**src/smx_pkg.sv**
```systemverilog
// shared opcodes, status codes and control types of the stack machine execute unit
package smx_pkg;

    localparam int DATA_W = 64;
    localparam int LEN_W  = 17;

    localparam logic [3:0] OP_PRINT = 4'd0;
    localparam logic [3:0] OP_LOAD  = 4'd1;
    localparam logic [3:0] OP_ADD   = 4'd2;
    localparam logic [3:0] OP_DIV   = 4'd3;
    localparam logic [3:0] OP_EQ    = 4'd4;
    localparam logic [3:0] OP_NEQ   = 4'd5;
    localparam logic [3:0] OP_DUP   = 4'd6;
    localparam logic [3:0] OP_EXIT  = 4'd7;
    localparam logic [3:0] OP_POP   = 4'd8;
    localparam logic [3:0] OP_WRITE = 4'd9;
    localparam logic [3:0] OP_WCHAR = 4'd10;
    localparam logic [3:0] OP_JMP   = 4'd11;
    localparam logic [3:0] OP_JMPZ  = 4'd12;

    localparam logic [2:0] ST_RUN       = 3'd0;
    localparam logic [2:0] ST_HALT      = 3'd1;
    localparam logic [2:0] ST_UNDERFLOW = 3'd2;
    localparam logic [2:0] ST_OVERFLOW  = 3'd3;
    localparam logic [2:0] ST_DIVZERO   = 3'd4;
    localparam logic [2:0] ST_PCRANGE   = 3'd5;

    localparam logic [1:0] EMIT_NONE  = 2'd0;
    localparam logic [1:0] EMIT_PRINT = 2'd1;
    localparam logic [1:0] EMIT_NUM   = 2'd2;
    localparam logic [1:0] EMIT_CHAR  = 2'd3;

    typedef enum logic [1:0] {
        S_IDLE,
        S_EXEC,
        S_DIV,
        S_FIN
    } state_t;

    typedef struct packed {
        logic accept;
        logic start_div;
        logic commit;
    } cmd_t;

    typedef struct packed {
        logic in_valid;
        logic need_div;
        logic div_done;
        logic out_free;
    } stat_t;

endpackage

```
**src/smx_ctrl.sv**
```systemverilog
// sequencer: accept, execute, optional divide, commit
module smx_ctrl (
    input  logic           clk,
    input  logic           rst_n,
    input  smx_pkg::stat_t stat,
    output smx_pkg::cmd_t  cmd,
    output logic           in_ready
);
    import smx_pkg::*;

    state_t state_reg, state_next;

    always_comb
    begin
        state_next = state_reg;
        unique case (state_reg)
            S_IDLE: if (stat.in_valid) state_next = S_EXEC;
            S_EXEC:
            begin
                if (stat.need_div)
                    state_next = S_DIV;
                else if (stat.out_free)
                    state_next = S_IDLE;
            end
            S_DIV:  if (stat.div_done) state_next = S_FIN;
            S_FIN:  if (stat.out_free) state_next = S_IDLE;
            default: state_next = S_IDLE;
        endcase
    end

    always_comb
    begin
        cmd      = '0;
        in_ready = 1'b0;
        unique case (state_reg)
            S_IDLE:
            begin
                in_ready   = 1'b1;
                cmd.accept = stat.in_valid;
            end
            S_EXEC:
            begin
                cmd.start_div = stat.need_div;
                cmd.commit    = !stat.need_div && stat.out_free;
            end
            S_DIV: ;
            S_FIN: cmd.commit = stat.out_free;
            default: ;
        endcase
    end

    always_ff @(posedge clk or negedge rst_n)
    begin
        if (!rst_n)
            state_reg <= S_IDLE;
        else
            state_reg <= state_next;
    end
endmodule

```
**config.mk**
```make
export PLATFORM = sky130hd
export DESIGN_NAME = smx_ctrl
export DESIGN_NICKNAME = d
export VERILOG_FILES = /design/src/smx_pkg.sv /design/src/smx_ctrl.sv
export SDC_FILE = /design/constraint.sdc
export NUM_CORES = 1
export LEC_CHECK = 0
export BUFFER_PORTS_ARGS = -buffer_cell sky130_fd_sc_hd__buf_2
export CORE_AREA = 5 5 42 44
export CTS_BUF_LIST = sky130_fd_sc_hd__clkbuf_16
export DETAILED_ROUTE_END_ITERATION = 16
export DIE_AREA = 0 0 47 49
export PLACE_DENSITY = 0.36
export SYNTH_ARGS = -nofsm -noshare
export SYNTH_HDL_FRONTEND = slang
export SYNTH_SLANG_ARGS = --single-unit
```
**constraint.sdc**
```tcl
create_clock -name clk -period 0.8 [get_ports clk]
set_input_delay 0 -clock clk [delete_from_list [all_inputs] [get_ports clk]]
set_output_delay 0 -clock clk [all_outputs]
set_load 0.03 [all_outputs]
```
==> summary.md <==
| Metric | Value |
|---|---|
| Crit path to | cmd[2] |
| Die footprint | 2300 µm² |
| Final hold violation count | 0 |
| Sequential element share of the synthesized area | 47.1% |
| Number of DRC markers in iteration 0 | 1 |
| Sum Neg Setup Slack | -964 ps |
| First-pass GRT wire length | 765 µm |
| Comb pwr share | 42.1% |
| Fmax | 985 MHz |
| Worst rel slew slack | 85.6% |
| Synth Cell Area | 106 µm² |
| Failing checks | negative setup slack |
| Final setup violation count | 6 |
| Portion of total power attributed to the clock network | 43.1% |
| Fin crit period | 1010 ps |
| Die Width | 47 µm |
| Synth top area cells | dfrtp_1 47%, a221oi_1 8.2%, a21o_1 7.1% |
| Fillers | 161 |
| Cell Pwr Density | 5120 nW/µm² |
| Peak VDD IR | 1750 µV |
| Sw Pwr | 0.550 mW |
| Die Ht | 49 µm |
| Area occupied by multi-input gates | 78.8 µm² |
| Crit Path Category | reg -> out |
| Slew Viols, Final | 0 |
| Gr ovfl total | 0 |
| Vias per cell | 3.53 |
| Status | complete, but fails checks |
| Ys async rst share | 100% |
| Avg Inst Size Synth | 8.18 µm² |
| Commonest cells post-synth | 2 x dfrtp_1, 2 x nand2_1, 2 x nor2_1 |
| Post-synth top flop | dfrtp_1 |
| Seq. cell area | 52.6 µm² |
| Slowest stage delay, CP | 430 ps |
| CP Launch Point | state_reg[1]$_DFFE_PN0P_ |
| Syn Nets | 19 |
| Ys Warns | 0 |
| Synthesized instance count | 13 |
| Post-Route WL | 456 µm |
| LEAKAGE | 0.155 nW |
| Antenna diodes | 0 |
| Core area | 1400 µm² |
| Total Power | 1.72 mW |
| Antenna violations before repair | 0 |
| Delay-heaviest family, CP | flip-flops |
| WP buf/inv | 1 |
| 1st-pass router iterations | 2 |
| Yosys top cell area share | 47.1% |
| Max_cap viols | 0 |
| Pint | 1.17 mW |
| Clock skew | 2.29 ps |
| CTS Sinks | 2 |
| Final nets | 37 |
| Dpl hpwl | 345 µm |
| H-tree levels | 1 |
| CTS max path bufs | 2 |
| Post-synth top area cell | dfrtp_1 |
| # IOs | 10 |
| Number of cells on the worst reg-to-reg path | 3 |
| Worst r2r src | state_reg[0]$_DFFE_PN0P_ |
| Final worst slack | -215 ps |
| Starting Density | 7.59% |
| Final period util | 127% |
| RSZ-0062 raised after global routing | yes |
| Site row count | 14 |
| CP max stage cell | dfrtp_2 |
| Critical path arrival | 1010 ps |
| DRC violations left | 0 |
| CP Cell Sequence | nor2_4, and2_4, buf_6 |
| Clock slew at reported path FFs | 30 ps |
| Post-synth EDFFs | 0 |
| Vias in the first global route | 188 |
| Yosys cell types | 10 |
| Layout cells sized above 1 | 82.8% |
| Levels on crit path | 3 |
| Crit-path max FO | 3 |
| Slew at the pin closest to its max-slew limit | 215 ps |
| Hold crit path type | in -> reg |
| Routability cong. | 0.758 |
| Routed WL per cell | 10.1 µm |
| Data required, critical path | 800 ps |
| CTS root buf | clkbuf_16 |
| P&R area growth vs syn | 216% |
| Crit. End Element | primary output |
| IO buf count | 9 |
| Switching power share of the total | 31.9% |
| Worst setup SP type | flip-flop |
| CTS buffer count | 3 |
| Antenna viol nets, final | 0 |
| DP Worst Slack | -152 ps |
| Flop-to-flop setup slack | -150 ps |
| Via Count | 159 |
| Largest net degree at the start of global routing | 5 |
| Seq pwr share | 14.8% |
| Worst-skew pair later-pin latency | 220 ps |
| Yosys reg bits | 2 |
| TritonCTS clock tree | yes |
| Reg2Reg Capture Point | state_reg[0]$_DFFE_PN0P_ |
| Max reg flops | 2 |
| Total track usage | 5.07% |
==> worst min-delay path by stage <==
stage / start / end / cells after the start
after floorplan: rst_n / state_reg[0]$_DFFE_PN0P_ / 0
after global placement: rst_n / state_reg[1]$_DFFE_PN0P_ / 1
after detailed placement: rst_n / state_reg[1]$_DFFE_PN0P_ / 1
after CTS: stat[0] / state_reg[0]$_DFFE_PN0P_ / 2
after global routing: stat[0] / state_reg[0]$_DFFE_PN0P_ / 2
final: stat[0] / state_reg[0]$_DFFE_PN0P_ / 2
==> layout by cell type, fill, tap and decap left out, drive strengths merged <==
| master | count |
|---|---|
| clkbuf | 3 |
| nor2 | 2 |
| and2 | 1 |
| dlygate4sd3 | 1 |
| a21oi | 1 |
| a21o | 1 |
| nor3 | 1 |
| buf | 12 |
| inv | 1 |
| a221oi | 1 |
| o21ai | 1 |
| dfrtp | 2 |
| nand2 | 2 |
==> worst register-to-register path: stages, from the launching register on <==
cell and delay [ps]:
dfrtp_2 440, buf_4 160, nor3_1 170, a221oi_1 70
==> through the flow <==
step / util [%] / hold slack, ps / instance area, µm² / instances
4_1_cts: 22.6 / 7.49 / 317 / 44
3_3_place_gp: 14.6 / -211 / 205 / 39
3_5_place_dp: 14.6 / -208 / 205 / 39
2_1_floorplan: - / -296 / 133 / 13
6_report: 24.0 / 21.9 / 337 / 45
5_1_grt: 24.0 / 37.7 / 337 / 45
==> final cells by class <==
cell class	instances	area share (%)
Tap cell	16	5.95
Multi-Input combinational cell	10	23.4
Timing Repair Buffer	13	31.6
Inverter	1	1.12
Sequential cell	2	15.6
Clock buffer	3	22.3
==> per-layer routing <==
layer	share of wire, %	up-vias	GRT usage (%)
li1	-	77	-
met1	45	70	5.73
met2	34	12	5.88
met3	21	0	6.27
met4	0	0	1.38
met5	0	-	0
==> power groups by stage <==
stage | clock network [mW] | logic [mW] | registers (mW)
2_1_floorplan | 0 | 0.350 | 0.260
3_3_place_gp | 0 | 0.504 | 0.253
3_5_place_dp | 0 | 0.514 | 0.254
4_1_cts | 0.754 | 0.631 | 0.246
5_1_grt | 0.765 | 0.784 | 0.267
6_report | 0.742 | 0.725 | 0.255
==> logic make-up (layout without fill, tap and decap cells) <==
kind of cell,count (synthesis),in the layout,share of synthesized area [%]
compound gates,4,4,24.7
buf+inv,1,17,3.53
flops,2,2,47.1
simple gates,6,6,24.7
==> timing repair <==
action                     in CTS  in global routing
hold buffers                    1                  0
resized for setup               6                  6
buffers inserted                1                  1
hold endpoints to repair        2                  0
pin swaps                       2                  1
setup endpoints to repair       6                  6
Power figures use the tool's default switching activity.
